`src/rtl/core/pcxrle_pkg.sv`:
```
// ----------------------------------------------------------------------------
// PCX RLE decoder package
// Shared widths, codes and the command word passed from front to back.
// ----------------------------------------------------------------------------
package pcxrle_pkg;

  localparam int MAX_DIMENSION  = 4096;
  localparam int PALETTE_COLORS = 256;

  localparam int DIM_W   = 13;
  localparam int ROW_W   = $clog2(MAX_DIMENSION);
  localparam int COL_W   = 13;
  localparam int PIDX_W  = 8;
  localparam int RUN_W   = 6;
  localparam int ADDR_W  = 4;
  localparam int DATA_W  = 32;

  localparam int CMD_FIFO_DEPTH = 4;
  localparam int CMD_PTR_W      = $clog2(CMD_FIFO_DEPTH);

  localparam logic [7:0]        LITERAL_MAX = 8'hBF;
  localparam logic [7:0]        SEPARATOR   = 8'h0C;
  localparam logic [COL_W-1:0]  COLUMN_MAX  = {COL_W{1'b1}};
  localparam logic [PIDX_W-1:0] LAST_PIDX   = PIDX_W'(PALETTE_COLORS - 1);

  // result kinds
  localparam logic [1:0] KIND_PIXEL    = 2'd0;
  localparam logic [1:0] KIND_PALETTE  = 2'd1;
  localparam logic [1:0] KIND_SEP_ERR  = 2'd2;

  // palette channels
  localparam logic [1:0] CH_RED   = 2'd0;
  localparam logic [1:0] CH_GREEN = 2'd1;
  localparam logic [1:0] CH_BLUE  = 2'd2;

  // register indexes
  localparam logic [1:0] REG_IMAGE_WIDTH    = 2'd0;
  localparam logic [1:0] REG_IMAGE_HEIGHT   = 2'd1;
  localparam logic [1:0] REG_PALETTE_ENABLE = 2'd2;

  typedef enum logic [3:0] {
    PH_PIXELS    = 4'b0001,
    PH_SEPARATOR = 4'b0010,
    PH_PALETTE   = 4'b0100,
    PH_DONE      = 4'b1000
  } phase_t;

  // one request for the back end: count results starting at column
  typedef struct packed {
    logic [1:0]        kind;
    logic [7:0]        value;
    logic [ROW_W-1:0]  row;
    logic [COL_W-1:0]  column;
    logic [PIDX_W-1:0] pidx;
    logic [1:0]        chan;
    logic [RUN_W-1:0]  count;
  } cmd_t;

endpackage

```
`src/rtl/core/pcxrle_cmd_fifo.sv`:
```
// ----------------------------------------------------------------------------
// PCX RLE command queue
// Small first-in first-out buffer of commands between front and back.
// ----------------------------------------------------------------------------
module pcxrle_cmd_fifo (
  input  logic              clk,
  input  logic              rst,
  input  logic              push,
  input  pcxrle_pkg::cmd_t  wr_data,
  output logic              full,
  input  logic              pop,
  output pcxrle_pkg::cmd_t  rd_data,
  output logic              nonempty
);
  import pcxrle_pkg::*;

  cmd_t                 mem [CMD_FIFO_DEPTH];
  logic [CMD_PTR_W-1:0] wr_ptr;
  logic [CMD_PTR_W-1:0] rd_ptr;
  logic [CMD_PTR_W:0]   count;

  assign full     = (count == (CMD_PTR_W+1)'(CMD_FIFO_DEPTH));
  assign nonempty = (count != '0);
  assign rd_data  = mem[rd_ptr];

  always_ff @(posedge clk) begin
    if (push && !full) begin
      mem[wr_ptr] <= wr_data;
    end
  end

  always_ff @(posedge clk) begin
    if (rst) begin
      wr_ptr <= '0;
      rd_ptr <= '0;
      count  <= '0;
    end else begin
      if (push && !full) begin
        wr_ptr <= wr_ptr + 1'b1;
      end
      if (pop && nonempty) begin
        rd_ptr <= rd_ptr + 1'b1;
      end
      case ({push && !full, pop && nonempty})
        2'b10:   count <= count + 1'b1;
        2'b01:   count <= count - 1'b1;
        default: count <= count;
      endcase
    end
  end

endmodule

```
`src/rtl/core/pcxrle_front.sv`:
```
// ----------------------------------------------------------------------------
// PCX RLE front end
// Takes body bytes, closes rows and the image, and issues expand requests.
// ----------------------------------------------------------------------------
module pcxrle_front (
  input  logic                    clk,
  input  logic                    rst,
  input  logic [pcxrle_pkg::DIM_W-1:0] image_width,
  input  logic [pcxrle_pkg::DIM_W-1:0] image_height,
  input  logic                    palette_enable,
  input  logic                    push,
  input  logic [7:0]              data_byte,
  output logic                    full,
  input  logic                    cmd_full,
  output logic                    cmd_push,
  output pcxrle_pkg::cmd_t        cmd
);
  import pcxrle_pkg::*;

  phase_t              phase;
  logic                run_pending;
  logic [RUN_W-1:0]    run_count;
  logic [COL_W-1:0]    column_count;
  logic [DIM_W-1:0]    row_count;
  logic                pad_pending;
  logic [PIDX_W-1:0]   pal_index;
  logic [1:0]          pal_channel;

  logic                needs_settle;
  logic                accept;
  logic [COL_W:0]      run_sum;
  logic [COL_W-1:0]    column_run;

  // a finished row or image is closed one step per cycle while a byte waits
  assign needs_settle = (phase == PH_PIXELS) && !run_pending && !pad_pending &&
                        ((row_count >= image_height) || (column_count >= image_width));
  assign full   = needs_settle || cmd_full;
  assign accept = push && !full;

  assign run_sum    = {1'b0, column_count} + (COL_W+1)'(run_count);
  assign column_run = (run_sum > {1'b0, COLUMN_MAX}) ? COLUMN_MAX : run_sum[COL_W-1:0];

  always_comb begin
    cmd      = '0;
    cmd_push = 1'b0;
    cmd.value = data_byte;
    case (phase)
      PH_PIXELS: begin
        cmd.kind   = KIND_PIXEL;
        cmd.row    = row_count[ROW_W-1:0];
        cmd.column = column_count;
        if (pad_pending) begin
          cmd_push = 1'b0;
        end else if (run_pending) begin
          cmd.count = run_count;
          cmd_push  = accept && (run_count != '0);
        end else if (data_byte <= LITERAL_MAX) begin
          cmd.count = RUN_W'(1);
          cmd_push  = accept;
        end
      end
      PH_SEPARATOR: begin
        cmd.kind  = KIND_SEP_ERR;
        cmd.count = RUN_W'(1);
        cmd_push  = accept && (data_byte != SEPARATOR);
      end
      PH_PALETTE: begin
        cmd.kind  = KIND_PALETTE;
        cmd.pidx  = pal_index;
        cmd.chan  = pal_channel;
        cmd.count = RUN_W'(1);
        cmd_push  = accept;
      end
      default: cmd_push = 1'b0;
    endcase
  end

  always_ff @(posedge clk) begin
    if (rst) begin
      phase        <= PH_PIXELS;
      run_pending  <= 1'b0;
      run_count    <= '0;
      column_count <= '0;
      row_count    <= '0;
      pad_pending  <= 1'b0;
      pal_index    <= '0;
      pal_channel  <= CH_RED;
    end else if (push && needs_settle) begin
      if (row_count >= image_height) begin
        phase <= palette_enable ? PH_SEPARATOR : PH_DONE;
      end else begin
        column_count <= '0;
        row_count    <= row_count + 1'b1;
        pad_pending  <= image_width[0];
      end
    end else if (accept) begin
      case (phase)
        PH_PIXELS: begin
          if (pad_pending) begin
            pad_pending <= 1'b0;
          end else if (run_pending) begin
            run_pending  <= 1'b0;
            run_count    <= '0;
            column_count <= column_run;
          end else if (data_byte <= LITERAL_MAX) begin
            if (column_count < COLUMN_MAX) begin
              column_count <= column_count + 1'b1;
            end
          end else begin
            run_pending <= 1'b1;
            run_count   <= data_byte[RUN_W-1:0];
          end
        end
        PH_SEPARATOR: begin
          pal_index   <= '0;
          pal_channel <= CH_RED;
          phase       <= PH_PALETTE;
        end
        PH_PALETTE: begin
          if (pal_channel == CH_BLUE) begin
            pal_channel <= CH_RED;
            pal_index   <= pal_index + 1'b1;
            if (pal_index == LAST_PIDX) begin
              phase <= PH_DONE;
            end
          end else begin
            pal_channel <= pal_channel + 1'b1;
          end
        end
        default: phase <= phase;
      endcase
    end
  end

endmodule

```
`src/rtl/core/pcxrle_back.sv`:
```
// ----------------------------------------------------------------------------
// PCX RLE back end
// Expands queued requests into result items, one per cycle while pop is high.
// ----------------------------------------------------------------------------
module pcxrle_back (
  input  logic                          clk,
  input  logic                          rst,
  input  logic                          cmd_nonempty,
  input  pcxrle_pkg::cmd_t              cmd,
  output logic                          cmd_pop,
  output logic                          empty,
  input  logic                          pop,
  output logic [1:0]                    kind,
  output logic [7:0]                    pixel_value,
  output logic [pcxrle_pkg::ROW_W-1:0]  row,
  output logic [pcxrle_pkg::COL_W-1:0]  column,
  output logic [pcxrle_pkg::PIDX_W-1:0] palette_index,
  output logic [1:0]                    channel,
  output logic                          last
);
  import pcxrle_pkg::*;

  cmd_t             cur;
  logic             busy;
  logic [RUN_W-1:0] idx;
  logic [COL_W:0]   col_sum;
  logic             taken;

  assign empty   = !busy;
  assign taken   = pop && busy;
  assign last    = (idx == cur.count - 1'b1);
  assign cmd_pop = cmd_nonempty && (!busy || (taken && last));

  assign col_sum       = {1'b0, cur.column} + (COL_W+1)'(idx);
  assign column        = (col_sum > {1'b0, COLUMN_MAX}) ? COLUMN_MAX : col_sum[COL_W-1:0];
  assign kind          = cur.kind;
  assign pixel_value   = cur.value;
  assign row           = cur.row;
  assign palette_index = cur.pidx;
  assign channel       = cur.chan;

  always_ff @(posedge clk) begin
    if (cmd_pop) begin
      cur <= cmd;
    end
  end

  always_ff @(posedge clk) begin
    if (rst) begin
      busy <= 1'b0;
      idx  <= '0;
    end else if (cmd_pop) begin
      busy <= 1'b1;
      idx  <= '0;
    end else if (taken) begin
      if (last) begin
        busy <= 1'b0;
      end else begin
        idx <= idx + 1'b1;
      end
    end
  end

endmodule

```
`src/rtl/core/pcx_rle_stream_decoder_top.sv`:
```
// ----------------------------------------------------------------------------
// PCX RLE stream decoder
// Decodes an 8-bit PCX body into pixels, then the optional palette.
// ----------------------------------------------------------------------------
// Usage:
//   Input queue: drive data_byte and push; a byte is taken when full is low.
//   Result queue: while empty is low the oldest result sits on the ports;
//   pop takes it. last marks the final result caused by one byte. Registers
//   image_width, image_height and palette_enable are written over APB at byte
//   addresses 0, 4, 8 only while idle, a user duty the block does not enforce.
// Timing:
//   The front takes one byte per cycle while full is low. While a finished
//   row or the image is being closed, full is high and the next byte waits.
//   A run of n pixels holds the back end until its n results are popped, one
//   per cycle while pop is high; a four-entry request queue lets the front
//   keep taking bytes meanwhile. The first result passes through the request
//   queue and the back end's current-request register before it shows.
// Reset:
//   rst clears the decoder to the first pixel of row 0, empties the queue
//   and sets width 1, height 1, palette off. A stalled receiver only fills
//   the queue, after which full rises; nothing is dropped.
// ----------------------------------------------------------------------------
module pcx_rle_stream_decoder_top (
  input  logic                          clk,
  input  logic                          rst,
  input  logic                          psel,
  input  logic                          penable,
  input  logic                          pwrite,
  input  logic [pcxrle_pkg::ADDR_W-1:0] paddr,
  input  logic [pcxrle_pkg::DATA_W-1:0] pwdata,
  output logic [pcxrle_pkg::DATA_W-1:0] prdata,
  output logic                          pready,
  input  logic                          push,
  input  logic [7:0]                    data_byte,
  output logic                          full,
  output logic                          empty,
  input  logic                          pop,
  output logic [1:0]                    kind,
  output logic [7:0]                    pixel_value,
  output logic [pcxrle_pkg::ROW_W-1:0]  row,
  output logic [pcxrle_pkg::COL_W-1:0]  column,
  output logic [pcxrle_pkg::PIDX_W-1:0] palette_index,
  output logic [1:0]                    channel,
  output logic                          last
);
  import pcxrle_pkg::*;

  logic [DIM_W-1:0] image_width;
  logic [DIM_W-1:0] image_height;
  logic             palette_enable;
  logic [1:0]       reg_index;

  cmd_t             front_cmd;
  cmd_t             back_cmd;
  logic             cmd_push;
  logic             cmd_full;
  logic             cmd_pop;
  logic             cmd_nonempty;

  assign pready    = 1'b1;
  assign reg_index = paddr[3:2];

  always_ff @(posedge clk) begin
    if (rst) begin
      image_width    <= DIM_W'(1);
      image_height   <= DIM_W'(1);
      palette_enable <= 1'b0;
    end else if (psel && penable && pwrite && pready) begin
      case (reg_index)
        REG_IMAGE_WIDTH:    image_width    <= pwdata[DIM_W-1:0];
        REG_IMAGE_HEIGHT:   image_height   <= pwdata[DIM_W-1:0];
        REG_PALETTE_ENABLE: palette_enable <= pwdata[0];
        default:            image_width    <= image_width;
      endcase
    end
  end

  always_comb begin
    case (reg_index)
      REG_IMAGE_WIDTH:    prdata = DATA_W'(image_width);
      REG_IMAGE_HEIGHT:   prdata = DATA_W'(image_height);
      REG_PALETTE_ENABLE: prdata = DATA_W'(palette_enable);
      default:            prdata = '0;
    endcase
  end

  pcxrle_front u_front (
    .clk            (clk),
    .rst            (rst),
    .image_width    (image_width),
    .image_height   (image_height),
    .palette_enable (palette_enable),
    .push           (push),
    .data_byte      (data_byte),
    .full           (full),
    .cmd_full       (cmd_full),
    .cmd_push       (cmd_push),
    .cmd            (front_cmd)
  );

  pcxrle_cmd_fifo u_cmd_fifo (
    .clk      (clk),
    .rst      (rst),
    .push     (cmd_push),
    .wr_data  (front_cmd),
    .full     (cmd_full),
    .pop      (cmd_pop),
    .rd_data  (back_cmd),
    .nonempty (cmd_nonempty)
  );

  pcxrle_back u_back (
    .clk           (clk),
    .rst           (rst),
    .cmd_nonempty  (cmd_nonempty),
    .cmd           (back_cmd),
    .cmd_pop       (cmd_pop),
    .empty         (empty),
    .pop           (pop),
    .kind          (kind),
    .pixel_value   (pixel_value),
    .row           (row),
    .column        (column),
    .palette_index (palette_index),
    .channel       (channel),
    .last          (last)
  );

endmodule

```
`config.mk`:
```
export PLATFORM = sky130hd
export DESIGN_NAME = pcx_rle_stream_decoder_top
export DESIGN_NICKNAME = d
export VERILOG_FILES = /design/src/rtl/core/pcxrle_pkg.sv /design/src/rtl/core/pcxrle_cmd_fifo.sv /design/src/rtl/core/pcxrle_front.sv /design/src/rtl/core/pcxrle_back.sv /design/src/rtl/core/pcx_rle_stream_decoder_top.sv
export SDC_FILE = /design/constraint.sdc
export NUM_CORES = 1
export LEC_CHECK = 0
export BUFFER_PORTS_ARGS = -buffer_cell sky130_fd_sc_hd__buf_4
export CAP_MARGIN = 20
export CORE_UTILIZATION = 64
export CTS_CLUSTER_SIZE = 28
export DETAILED_ROUTE_END_ITERATION = 7
export GPL_TIMING_DRIVEN = 1
export PLACE_DENSITY = 0.85
export SETUP_SLACK_MARGIN = 0.3
export SYNTH_ARGS = -nofsm -noshare
export SYNTH_HDL_FRONTEND = slang
export SYNTH_SLANG_ARGS = --single-unit
```
`constraint.sdc`:
```
create_clock -name clk -period 11.72 [get_ports clk]
set_clock_uncertainty 0.1 [all_clocks]
set_input_delay 1.172 -clock clk [delete_from_list [all_inputs] [get_ports clk]]
set_output_delay 1.172 -clock clk [all_outputs]
set_load 0.02 [all_outputs]
```
* Word-level counts from Yosys, hierarchy flattened
Memory sizes are Yosys's and may differ from the RTL's. A register that Yosys moved wholly into a read port is not among the register bits. Index checks and enable logic that the tools add are counted.
Word-level totals: flip-flop bits (word level) 89, memory bits (writable) 204, input bits 51, logic and storage cells 154, memories kept 1
Cells by class: $add $sub $neg 12, magnitude comparators 6, eq/ne operators 19, multiplexer cells 47, bitwise gates (word level) 4, reductions and logical operators 49
Memories:
- u_cmd_fifo.mem | words 4, bits a word 51, read ports 1, clocked after memory_dff 1, write ports 1, RTL line pcxrle_cmd_fifo.sv:17 | cmd_t mem [CMD_FIFO_DEPTH];
Operators with widths (number):
- 13-bit two-way mux | 10
- 13-bit one-hot mux with 3 select lines | 1
- 13-bit by 6-bit adder with 14-bit output | 2
- 14-bit by 13-bit > comparator with 1-bit output, second input constant | 2
- 13-bit by 1-bit adder with 13-bit output, second input constant | 2
- 13-bit >= comparator | 2
- 25-bit two-way mux | 1
- 4-bit two-way mux | 6
- 6-bit two-way mux | 4
- 8-bit one-hot mux with 2 select lines | 1
- 1-bit two-way mux | 15
- 1-bit logical AND | 14
- 13-bit less-than comparator, second input constant | 1
- 6-bit one-hot mux with 2 select lines | 1
- 2-bit AND reduction | 6
- 2-bit nonzero test | 6
- 3-bit nonzero test | 4
- 10-bit two-way mux | 1
- 5-bit AND reduction | 2
- 8-bit by 1-bit adder with 8-bit output, second input constant | 1
- 8-bit equality test, second input constant | 1
- 8-bit less-or-equal comparator, second input constant | 1
- 8-bit two-way mux | 1
- 8-bit by 4-bit inequality test with 1-bit output, second input constant | 1
- 29 further kinds | 51

* Depth between registers and ports, before layout
Gate-level depths: netlist (run 1).
word-level depth 14, gate-level depth with buffers 16

* Modules after synthesis
From an unflattened synthesis (run 1), not the netlist that was laid out.
Unflattened totals: cell total of the unflattened synthesis 1199, area, all modules 16031.6 um^2
By module, submodules not included:
- pcxrle_cmd_fifo | times used 1, cells an instance 319, area each 7893.8 um^2, sequential area each 6306.0 um^2
- pcxrle_front | times used 1, cells an instance 508, area each 3852.4 um^2, sequential area each 960.9 um^2
- pcxrle_back | times used 1, cells an instance 210, area each 2775.2 um^2, sequential area each 1671.6 um^2
- pcx_rle_stream_decoder_top | times used 1, cells an instance 162, area each 1510.2 um^2, sequential area each 540.5 um^2

* Worst setup path before layout (run 1)
Ideal clock, no wire load.
path type reg-to-reg, start register u_back.cur[0] (netlist name), end register u_cmd_fifo.count[2], setup time 0.070 ns, arrival time 4.014 ns, required time 11.550 ns, path slack 7.536 ns, stages on the path, launching flop included 16, buffers on the path 0, clock period less this slack 4.184 ns, cell sequence edfxtp_1 inv_1 ha_1 nand2b_1 nand3_1 o21ai_0 a2111o_1 o21ai_1 o31ai_1 inv_1 ha_1 inv_1 fa_1 xor2_1 or3_1 a21oi_1
On the way: cells in the longest elaborated chain, start to end 8, elaborated cells on any way between the ends 10, classes of those cells add/sub (1); eq/ne (3); mux (1); reduce/logical (5)
RTL lines:
- 6-bit by 1-bit subtractor with 6-bit output (*) | RTL line pcxrle_back.sv:31 | assign last = (idx == cur.count - 1'b1);
- 6-bit equality test (*) | RTL line pcxrle_back.sv:31
- 1-bit logical AND (*) | RTL line pcxrle_back.sv:32 | assign cmd_pop = cmd_nonempty && (!busy || (taken && last));
- 1-bit logical OR (*) | RTL line pcxrle_back.sv:32
- 1-bit logical AND (*) | RTL line pcxrle_back.sv:32
- net cmd_pop | RTL line pcx_rle_stream_decoder_top.sv:57 | logic cmd_pop;
- 1-bit logical AND (*) | RTL line pcxrle_cmd_fifo.sv:44 | case ({push && !full, pop && nonempty})
- 2-bit by 1-bit equality test with 1-bit output / 2-bit equality test (equally long branches) | RTL line pcxrle_cmd_fifo.sv:44
- 3-bit one-hot mux with 2 select lines / 2-bit nonzero test (equally long branches)
- end signal, assigned | RTL line pcxrle_cmd_fifo.sv:45 | 2'b10: count <= count + 1'b1;
- end signal, assigned | RTL line pcxrle_cmd_fifo.sv:46 | 2'b01: count <= count - 1'b1;
- end signal, assigned | RTL line pcxrle_cmd_fifo.sv:47 | default: count <= count;
- end, declared | RTL line pcxrle_cmd_fifo.sv:20 | logic [CMD_PTR_W:0] count;
The timed path passes the listed nets; every way through them passes the cells marked *. A chain may end at the register's enable or synchronous reset.

* Worst setup path after layout (run 1)
start register u_back.cur[0] (netlist name), end register u_cmd_fifo.count[2]
On the way: cells in the longest elaborated chain, start to end 8, elaborated cells on any way between the ends 10, classes of those cells add/sub (1); eq/ne (3); mux (1); reduce/logical (5)
RTL lines (RTL line):
- 6-bit by 1-bit subtractor with 6-bit output (*) | pcxrle_back.sv:31
- 6-bit equality test (*) | pcxrle_back.sv:31
- 1-bit logical AND (*) | pcxrle_back.sv:32
- 1-bit logical OR (*) | pcxrle_back.sv:32
- 1-bit logical AND (*) | pcxrle_back.sv:32
- net cmd_pop | pcx_rle_stream_decoder_top.sv:57
- 1-bit logical AND (*) | pcxrle_cmd_fifo.sv:44
- 2-bit by 1-bit equality test with 1-bit output / 2-bit equality test (equally long branches) | pcxrle_cmd_fifo.sv:44
- 3-bit one-hot mux with 2 select lines / 2-bit nonzero test (equally long branches)
Marked as above.

==> results of run 1 <==
registers in the layout (all words and copies together) (netlist names), 3 cells and up:
| name | cells |
|---|---|
| u_front.column_count | 13 |
| u_cmd_fifo.mem | 204 |
| u_front.phase | 4 |
| u_front.row_count | 13 |
| u_front.pal_index | 8 |
| u_back.row | 12 |
| image_width | 13 |
| u_back.pixel_value | 8 |
| u_back.idx | 6 |
| u_front.run_count | 6 |
| u_back.cur | 19 |
| u_cmd_fifo.count | 3 |
| u_back.palette_index | 8 |
| image_height | 13 |
logic make-up after synthesis:
group | after synthesis | share of synthesized area
XOR/XNOR | 44 | 0.0251
other | 2 | 0.000490
AO/OA/AOI/OAI | 166 | 0.0692
AND/OR/NAND/NOR | 310 | 0.102
buffers and inverters | 147 | 0.0491
multiplexers | 82 | 0.0952
flip-flops | 344 | 0.616
adder cells (fa/ha/maj) | 51 | 0.0431
worst register-to-register path, delay by kind of cell, from the launching register on:
| family | cells | cell delay (ns) |
|---|---|---|
| adders and majority gates | 3 | 0.93 |
| buffers and inverters | 4 | 0.82 |
| xor gates and xnor gates | 1 | 0.16 |
| AOI/OAI and AO/OA | 5 | 1.31 |
| DFF | 1 | 0.44 |
| and+or+nand+nor | 3 | 0.54 |
report_power, final:
group | switching [W] | internal, W
combinational | 0.000712 | 0.000466
clock | 0.000439 | 0.000647
sequential | 0.000135 | 0.00163
worst min path at each step:
| stage | start | end | depth (start not counted) |
|---|---|---|---|
| after detailed placement | image_width[12] | image_width[12] | 2 |
| after global routing | image_width[9] | image_width[9] | 2 |
| final | image_width[12] | image_width[12] | 2 |
| after global placement | image_width[12] | image_width[12] | 2 |
| after floorplan | image_width[10] | image_width[10] | 2 |
| after CTS | image_width[12] | image_width[12] | 2 |
layout by cell type (no fill, tap or decap), types with 5 or more instances in the layout:
cell and instances:
mux2i_1 31, or3_1 13, conb_1 20, o31ai_1 7
nor2_1 77, a22o_1 11, o21ai_1 11, nand3_1 23
clkbuf_16 37, and2_1 36, nor3_1 11, nor2b_1 5
a21oi_1 61, edfxtp_1 255, xor2_1 26, mux4_2 51
o21bai_1 5, o22ai_1 7, o21ai_0 22, nand2_1 80
nand3b_1 5, clkinv_2 5, clkbuf_1 9, nand2b_1 9
inv_1 49, xnor2_1 18, and3_1 14, a31oi_1 9
dfxtp_1 87, ha_1 48, nand4_1 14, clkinv_1 5
a21o_1 9, buf_4 101
final cells by class:
cell class / count / area share
diodes: 1 / 0.000146
inverters: 51 / 0.0112
clock inverters: 13 / 0.00657
well taps: 319 / 0.0233
clock buffers: 50 / 0.0592
repair buffers: 101 / 0.0442
flip-flops and latches: 344 / 0.551
multi-input cells: 673 / 0.304
layer usage:
| layer | up-vias | GRT usage |
|---|---|---|
| li1 | 4312 | - |
| met1 | 4598 | 0.351 |
| met2 | 432 | 0.438 |
| met3 | 74 | 0.0512 |
| met4 | 0 | 0.0985 |
| met5 | - | 0 |
stage by stage:
step,std cells,util,worst slack [ns],power (W),area (um^2)
finish,1552,0.730,7.34,0.00403,17100
CTS,1551,0.730,7.40,0.00405,17100
global route,1551,0.730,7.17,0.00420,17100
detailed placement,1488,0.682,7.51,0.00295,16000
floorplan,1164,-,7.54,0.00263,15400
global placement,1488,0.682,7.61,0.00289,16000
==> impl_metrics.json, run 1 <==
{
  "maxUsedRoutingLayer": "met4",
  "wl_per_cell_um": 20.2,
  "synth.most_common_cell": "edfxtp_1",
  "synth_area_per_cell_um2": 13.4,
  "fillers": 1466,
  "cts_hold_buffers": 0,
  "crit_slowest_cell": "buf_4",
  "drv_slew": 0,
  "core_um2": 23500,
  "cts_root_buf": "clkbuf_16",
  "setup_violations": 0,
  "cts_inserted_buffers": 35,
  "start_util": 0.653,
  "clk_pin_slew_ns": 0.06,
  "route.met2.wl_um": 15400,
  "min_period_over_period": 0.373,
  "synth_top_area_share": 0.500,
  "setup.worst_path.class": "reg -> reg",
  "cts_resized": 0,
  "crit_end": "u_cmd_fifo.count[2]",
  "powerDensity_nw_per_um2": 235,
  "timing.rr.end": "u_cmd_fifo.count[2]",
  "drt_pass1_iterations": 5,
  "worst_hold_slack_ns": 0.375,
  "cts_setup_buffers": 0,
  "vdd_ir_drop_max_mv": 0.175,
  "grt_antenna_before_repair": 1,
  "tns_ns": 0,
  "ys_types": 62,
  "yosysTopAreaCell": "edfxtp_1",
  "rsz0062_at_grt": "no",
  "synth_edf_count": 255,
  "regArea_um2": 9440,
  "rrSetupSlack_ns": 7.34,
  "path_buf_inv": 4,
  "row_count": 56,
  "die_x_um": 157,
  "cts.sinks": 344,
  "max_freq_mhz": 229,
  "final-hold-violation-count": 0,
  "grt_first_pass_wirelength_um": 49400,
  "ys_ff_latch": 344,
  "die_area_um2": 24600,
  "dp_hpwl_um": 20000,
  "crit_fanout": 52,
  "met3_length_um": 2320,
  "cp-start-kind": "flop",
  "status": "finished, final reports clean",
  "multi_input_area_um2": 5220,
  "drtIter0Drc": 817,
  "ant_nets": 0,
  "drc": 0,
  "syn_area_um2": 15300,
  "end_kind": "flop",
  "max_stage_delay_ns": 0.60,
  "vias": 9416,
  "required_ns": 12.04,
  "ff2ff_path_depth": 16,
  "die_h_um": 157,
  "ys_seq_area_frac": 0.616,
  "ios": 132,
  "p_leak_nw": 6.24,
  "async_reset_ff_frac": 0,
  "overflow": 0,
  "wl_met1_um": 12700,
  "grt_pass1_vias": 9198,
  "wl_um": 31400,
  "ys.warnings.count": 0,
  "worst-slew-pin-transition_ns": 1.07,
  "port_buffers": 90,
  "hp-class": "reg -> reg",
  "synth_area_leaders": "edfxtp_1, dfxtp_1, mux4_2",
  "maxCapViolations": 0,
  "htree_levels": 2,
  "cts_tree": "yes",
  "grtUsageTotal": 0.265,
  "synth_common_cells": "edfxtp_1, dfxtp_1, nand2_1",
  "crit_family": "compound AO/OA/AOI/OAI gates",
  "max-slew-margin-rel": 0.285,
  "fin_nets": 1308,
  "startpoint": "u_back.cur[0]",
  "reg2reg_from": "u_back.cur[0]",
  "min_period_ns": 4.38,
  "ys.flop_type": "edfxtp_1",
  "grt_max_degree": 70,
  "clk_path_buf_depth": 3,
  "clk_latency_ns": 0.51,
  "synth_cells": 1146,
  "vias_per_cell": 6.07,
  "crit_cells": 16,
  "area_delta_synth_final_pct": 11.8,
  "drive_above_1_share": 0.179,
  "crit_chain": "inv_1, ha_1, nand2b_1, nand3_1, o21ai_0, a2111o_1, o21ai_1, o31ai_1, inv_2, buf_4, ha_1, inv_1, fa_1, xor2_1, or3_1, a21oi_1",
  "globalplace.congestion": 0.883,
  "cp_data_arrival_time_ns": 4.70
}
Power figures use the tool's default switching activity.
==> inputs of run 2 (changes only) <==
--- a/config.mk
+++ b/config.mk
@@ -7,11 +7,11 @@
 export LEC_CHECK = 0
 export BUFFER_PORTS_ARGS = -buffer_cell sky130_fd_sc_hd__buf_4
 export CAP_MARGIN = 20
-export CORE_UTILIZATION = 64
+export CORE_UTILIZATION = 60
 export CTS_CLUSTER_SIZE = 28
 export DETAILED_ROUTE_END_ITERATION = 7
 export GPL_TIMING_DRIVEN = 1
-export PLACE_DENSITY = 0.85
+export PLACE_DENSITY = 0.8
 export SETUP_SLACK_MARGIN = 0.3
 export SYNTH_ARGS = -nofsm -noshare
 export SYNTH_HDL_FRONTEND = slang
==> constraint.sdc (replaced) <==
create_clock -name clk -period 4.21 [get_ports clk]
set_clock_uncertainty 0.1 [all_clocks]
set_input_delay 0.421 -clock clk [delete_from_list [all_inputs] [get_ports clk]]
set_output_delay 0.421 -clock clk [all_outputs]
set_load 0.02 [all_outputs]
==> run 2 against run 1 <==
Total power grew to 2.8 times the previous value. Via count fell by 2.0%. Cell count increased by 0.97%. Largest cell class unchanged. Critical path type unchanged.
==> impl_metrics.json, run 2 (synthesis gave the netlist of run 1 again) <==
{
  "dp_hpwl_um": 19500,
  "most-common-layout-cells": "edfxtp_1, buf_4, dfxtp_1",
  "drc": 0,
  "clk_pin_slew_ns": 0.06,
  "antenna_cells": 0,
  "worst_hold_slack_ns": 0.0372,
  "wl_per_cell_um": 19.1,
  "ff2ff_path_depth": 15,
  "port_buffers": 90,
  "globalplace.congestion": 0.856,
  "wl_um": 29900,
  "maxCapViolations": 0,
  "cp-start-kind": "flop",
  "overflow": 0,
  "max-slew-margin-rel": 0.320,
  "rrSetupSlack_ns": 0.63,
  "power.share.sequential": 0.439,
  "fin_cells": 1567,
  "p_leak_nw": 6.31,
  "timing.rr.end": "u_cmd_fifo.count[2]",
  "postLayoutCoreUtil": 0.689,
  "vias": 9227,
  "ios": 132,
  "final-hold-violation-count": 0,
  "grtUsageTotal": 0.235,
  "grt_max_degree": 70,
  "clkPwrFrac": 0.278,
  "die_x_um": 162,
  "cts_inserted_buffers": 35,
  "drive_above_1_share": 0.184,
  "min_period_over_period": 0.850,
  "grt_antenna_before_repair": 0,
  "crit_fanout": 4,
  "p_int_w": 0.00780,
  "die_area_um2": 26200,
  "fin_nets": 1313,
  "clk_path_buf_depth": 3,
  "htree_levels": 2,
  "path_buf_inv": 3,
  "min_path_cells": 1,
  "p_sw_w": 0.00351,
  "max_freq_mhz": 279,
  "start_util": 0.611,
  "end_kind": "flop",
  "powerDensity_nw_per_um2": 653,
  "cts_root_buf": "clkbuf_16",
  "grt_first_pass_wirelength_um": 47900,
  "crit_cells": 15,
  "drtIter0Drc": 637,
  "required_ns": 4.54,
  "holdPathEnd": "u_cmd_fifo.mem[2][42]",
  "largest_registers": "u_cmd_fifo.mem (204), u_back.cur (19)",
  "hold_path_startpoint": "data_byte[1]",
  "setup.worst_path.class": "reg -> reg",
  "placedCellCount": 1504,
  "combPwrFrac": 0.283,
  "switching_share": 0.310,
  "drv_slew": 0,
  "fillers": 1704,
  "max_stage_delay_ns": 0.41,
  "cts.sinks": 344,
  "cts_tree": "yes",
  "cts_setup_buffers": 0,
  "cts_hold_buffers": 0,
  "tns_ns": 0,
  "crit_slowest_cell": "a2111o_1",
  "status": "finished, final reports clean",
  "ant_nets": 0,
  "hp-class": "in -> reg",
  "vdd_ir_drop_max_mv": 0.398,
  "min_period_ns": 3.58,
  "crit_family": "compound AO/OA/AOI/OAI gates",
  "largest_reg_flops": 204,
  "cts_resized": 0,
  "worst-slew-pin-transition_ns": 1.02,
  "crit_chain": "inv_1, ha_1, nand2b_1, nand3_1, o21ai_0, a2111o_1, o21ai_1, o31ai_1, clkinvlp_4, ha_1, inv_1, fa_1, xor2_1, or3_1, a21oi_1",
  "reg2reg_from": "u_back.cur[0]",
  "grt_pass1_vias": 9174,
  "die_h_um": 162,
  "clk_latency_ns": 0.51,
  "largest_register": "u_cmd_fifo.mem",
  "core_um2": 25100,
  "cp_data_arrival_time_ns": 3.91,
  "vias_per_cell": 5.89,
  "drt_pass1_iterations": 5,
  "rsz0062_at_grt": "no",
  "setup_violations": 0,
  "final_common_cell": "edfxtp_1",
  "area_delta_synth_final_pct": 12.9,
  "row_count": 58
}
## run 2: worst max-delay path by stage
stage | startpoint | end
finish | u_back.cur[0] | u_cmd_fifo.count[2]
detailed placement | u_back.cur[0] | u_cmd_fifo.count[2]
CTS | u_back.cur[0] | u_cmd_fifo.count[2]
global route | u_back.cur[0] | u_cmd_fifo.count[2]
floorplan | u_front.column_count[3] | u_cmd_fifo.mem[1][0]
global placement | u_back.cur[0] | u_cmd_fifo.count[2]
## run 2: metrics by stage
step | worst slack [ns] | power [W] | cell area, um^2
6_report | 0.632 | 0.0113 | 17300
5_1_grt | 0.417 | 0.0118 | 17300
4_1_cts | 0.608 | 0.0114 | 17300
3_5_place_dp | 0.639 | 0.00823 | 16100
3_3_place_gp | 0.736 | 0.00810 | 16100
2_1_floorplan | 0.464 | 0.00733 | 15400
## run 2: layout make-up
type,count,area [um^2],area share
flip-flops and latches,344,9440,0.546
multi-input cells,673,5230,0.302
clock buffers,49,1010,0.0584
repair buffers,106,846,0.0489
well taps,330,413,0.0239
inverters,51,195,0.0113
clock inverters,14,170,0.00983
## run 2: worst reg2reg max path, cell delays in order (launching register included)
cell        delay (ns)
edfxtp_1          0.40
inv_1             0.06
ha_1              0.24
nand2b_1          0.15
nand3_1           0.08
o21ai_0           0.08
a2111o_1          0.41
o21ai_1           0.34
o31ai_1           0.25
clkinvlp_4        0.14
ha_1              0.19
inv_1             0.06
fa_1              0.38
xor2_1            0.17
or3_1             0.31
a21oi_1           0.15
## run 2: per-layer routing
metal | GRT usage | share of wire | vias up
li1 | - | - | 4296
met1 | 0.321 | 0.43 | 4551
met2 | 0.392 | 0.49 | 320
met3 | 0.0342 | 0.054 | 60
met4 | 0.0729 | 0.021 | 0
met5 | 0 | 0 | -
## run 2: power groups by stage
stage                     clock, W  sequential, W  combinational [W]
final                      0.00314        0.00496            0.00320
after global routing       0.00332        0.00504            0.00349
after CTS                  0.00318        0.00497            0.00324
after detailed placement         0        0.00503            0.00320
after global placement           0        0.00499            0.00311
after floorplan                  0        0.00479            0.00254
==> inputs of run 3 (changes only) <==
--- a/config.mk
+++ b/config.mk
@@ -5,13 +5,14 @@
 export SDC_FILE = /design/constraint.sdc
 export NUM_CORES = 1
 export LEC_CHECK = 0
+export ABC_AREA = 1
 export BUFFER_PORTS_ARGS = -buffer_cell sky130_fd_sc_hd__buf_4
 export CAP_MARGIN = 20
-export CORE_UTILIZATION = 60
+export CORE_UTILIZATION = 54
 export CTS_CLUSTER_SIZE = 28
 export DETAILED_ROUTE_END_ITERATION = 7
 export GPL_TIMING_DRIVEN = 1
-export PLACE_DENSITY = 0.8
+export PLACE_DENSITY = 0.76
 export SETUP_SLACK_MARGIN = 0.3
 export SYNTH_ARGS = -nofsm -noshare
 export SYNTH_HDL_FRONTEND = slang
==> constraint.sdc (replaced) <==
create_clock -name clk -period 3.2 [get_ports clk]
set_clock_uncertainty 0.1 [all_clocks]
set_input_delay 0.32 -clock clk [delete_from_list [all_inputs] [get_ports clk]]
set_output_delay 0.32 -clock clk [all_outputs]
set_load 0.02 [all_outputs]
==> run 3 against run 2 <==
Register-to-register slack got worse by 0.21 ns. Sequential share of layout area down 4.6 points. Clock-buffer cell count grew 5. Sequential cell count stayed put. Total power increased by 47%.
==> impl_metrics.json, run 3 <==
{
  "status": "finished, final reports clean",
  "p_int_w": 0.0107,
  "ios": 132,
  "place_ws_ns": 0.370,
  "max_freq_mhz": 334,
  "ff2ff_path_depth": 12,
  "rrSetupSlack_ns": 0.42,
  "setup.worst_path.class": "reg -> out",
  "timing.rr.end": "u_cmd_fifo.mem[3][41]",
  "dp_hpwl_um": 22100,
  "ys_ff_latch": 344,
  "async_reset_ff_frac": 0,
  "core_um2": 28800,
  "wl_per_cell_um": 16.9,
  "final_common_cell": "edfxtp_1",
  "wl_met1_um": 14700,
  "grt_first_pass_wirelength_um": 56200,
  "synth_area_leaders": "edfxtp_1, dfxtp_1, nor2_1",
  "drc": 0,
  "cts.sinks": 344,
  "max-slew-margin-rel": 0.460,
  "power.share.sequential": 0.388,
  "synth_area_per_cell_um2": 9.95,
  "p_leak_nw": 7.21,
  "cp-start-kind": "flop",
  "synth_top_area_share": 0.482,
  "drt_pass1_iterations": 5,
  "maxCapViolations": 0,
  "clk_latency_ns": 0.52,
  "drive_above_1_share": 0.188,
  "overflow": 0,
  "grt_antenna_before_repair": 0,
  "cts_root_buf": "clkbuf_16",
  "combPwrFrac": 0.350,
  "met3_length_um": 1880,
  "final-hold-violation-count": 0,
  "vias_per_cell": 5.53,
  "fin_nets": 1803,
  "ys.warnings.count": 0,
  "placed_area_um2": 17000,
  "ys_seq_area_frac": 0.594,
  "die_area_um2": 30100,
  "die_x_um": 173,
  "die_h_um": 173,
  "drtIter0Drc": 833,
  "min_period_over_period": 0.935,
  "vdd_ir_drop_max_mv": 0.607,
  "fillers": 2131,
  "synth_edf_count": 255,
  "cts_inserted_buffers": 37,
  "setup_slack_ns": 0.208,
  "p_sw_w": 0.00585,
  "drv_slew": 0,
  "cp_data_arrival_time_ns": 2.57,
  "crit_end": "column[12]",
  "grtUsageTotal": 0.232,
  "cts_tree": "yes",
  "largest_registers": "u_cmd_fifo.mem (204), u_back.cur (19)",
  "vias": 11700,
  "hp-class": "in -> reg",
  "maxUsedRoutingLayer": "met4",
  "setup_violations": 0,
  "ys.flop_type": "edfxtp_1",
  "grt_max_degree": 56,
  "required_ns": 2.78,
  "largest_register": "u_cmd_fifo.mem",
  "crit_fanout": 4,
  "htree_levels": 2,
  "yosysTopAreaCell": "edfxtp_1",
  "end_kind": "output pin",
  "switching_share": 0.353,
  "largest_reg_flops": 204,
  "worst-slew-pin-transition_ns": 0.809,
  "reg2reg_from": "image_width[12]",
  "globalplace.congestion": 0.870,
  "clk_pin_slew_ns": 0.06,
  "rsz0062_at_grt": "yes",
  "syn_area_um2": 15900,
  "clkPwrFrac": 0.261,
  "finalInstanceArea_um2": 18900,
  "port_buffers": 90,
  "antenna_cells": 0,
  "ys_types": 43,
  "synth_common_cells": "edfxtp_1, nor2_1, nand2_1",
  "area_delta_synth_final_pct": 19.3,
  "most-common-layout-cells": "edfxtp_1, nor2_1, nand2_1",
  "start_util": 0.552,
  "synth_cells": 1595,
  "grt_pass1_vias": 11200,
  "clk_path_buf_depth": 3,
  "powerDensity_nw_per_um2": 875,
  "worst_hold_slack_ns": 0.0106,
  "min_period_ns": 2.99,
  "startpoint": "u_back.cur[19]",
  "synth.most_common_cell": "edfxtp_1",
  "ant_nets": 0,
  "row_count": 62,
  "wl_um": 35800,
  "route.met2.wl_um": 18300
}
## run 3: changes by cell type after synthesis, sizes merged, moves of 23 or more
cell and change:
nor2 +146, nor3 +23, o22ai +56, nand2 +121, o21ai +130, mux4 -51
inv +94, nand3 +47, mux2i -31, a21oi +48, and2 -40
## run 3: power by group through the flow
| stage | combinational, W | sequential (W) | clock [W] |
|---|---|---|---|
| global placement | 0.00510 | 0.00646 | 0 |
| finish | 0.00581 | 0.00643 | 0.00433 |
| floorplan | 0.00400 | 0.00634 | 0 |
| global route | 0.00640 | 0.00651 | 0.00456 |
| CTS | 0.00541 | 0.00643 | 0.00437 |
| detailed placement | 0.00526 | 0.00650 | 0 |
## run 3: critical path, stage by stage, from the launching register on
cell      delay [ns]
edfxtp_1        0.43
ha_4            0.32
nand3_2         0.09
nand2_2         0.09
a21oi_2         0.05
o21bai_1        0.19
nand2_1         0.11
nor2_2          0.17
nand2_2         0.09
nor2_2          0.10
xor2_1          0.18
nand2_1         0.11
buf_6           0.14
## run 3: repair_timing
action,CTS,global route
endpoints found under the hold margin,48,0
pin swaps,12,30
resized for setup,30,48
setup buffers,7,12
hold buffers,20,0
setup endpoints to repair,13,237
cloned,0,7
## run 3: worst min-delay path by stage
stage | from | to | slack, ns | cells after the start
global placement | u_front.pal_index[5] | u_front.pal_index[5] | 0.35 | 2
detailed placement | u_front.pal_index[5] | u_front.pal_index[5] | 0.36 | 2
floorplan | data_byte[0] | u_cmd_fifo.mem[0][41] | 0.32 | 0
CTS | pwdata[12] | image_width[12] | 0.0004 | 3
finish | pwdata[12] | image_width[12] | 0.01 | 3
global route | pwdata[12] | image_width[12] | 0.05 | 3
## run 3: per-layer routing
layer  vias to the layer above  global-route usage
li1                       5653                   -
met1                      5607               0.284
met2                       366               0.419
met3                        71              0.0331
met4                         0              0.0789
met5                         -                   0
## run 3: final cells by class
type	instances	area (um^2)	share of cell area
inverters	148	562	0.0297
clock inverters	14	179	0.00945
flip-flops and latches	344	9470	0.500
clock buffers	54	1070	0.0566
multi-input cells	1008	5740	0.303
repair buffers	162	1440	0.0759
well taps	384	480	0.0254
## run 3: per-stage QoR
stage               utilization  std cells  total power, W  TNS (ns)
floorplan                     -       1613          0.0103     -5.26
global placement          0.589       2000          0.0116         0
detailed placement        0.589       2000          0.0118         0
CTS                       0.646       2095          0.0162         0
global route              0.658       2114          0.0175         0
finish                    0.658       2114          0.0166         0
## run 3: cells by family after synthesis
family                   after synthesis  share of synthesized area
AND/OR/NAND/NOR                      545                      0.146
buffers and inverters                263                     0.0768
other                                  2                   0.000473
AO/OA/AOI/OAI                        350                      0.119
flip-flops                           344                      0.594
adder cells (fa/ha/maj)               51                     0.0416
XOR/XNOR                              40                     0.0221
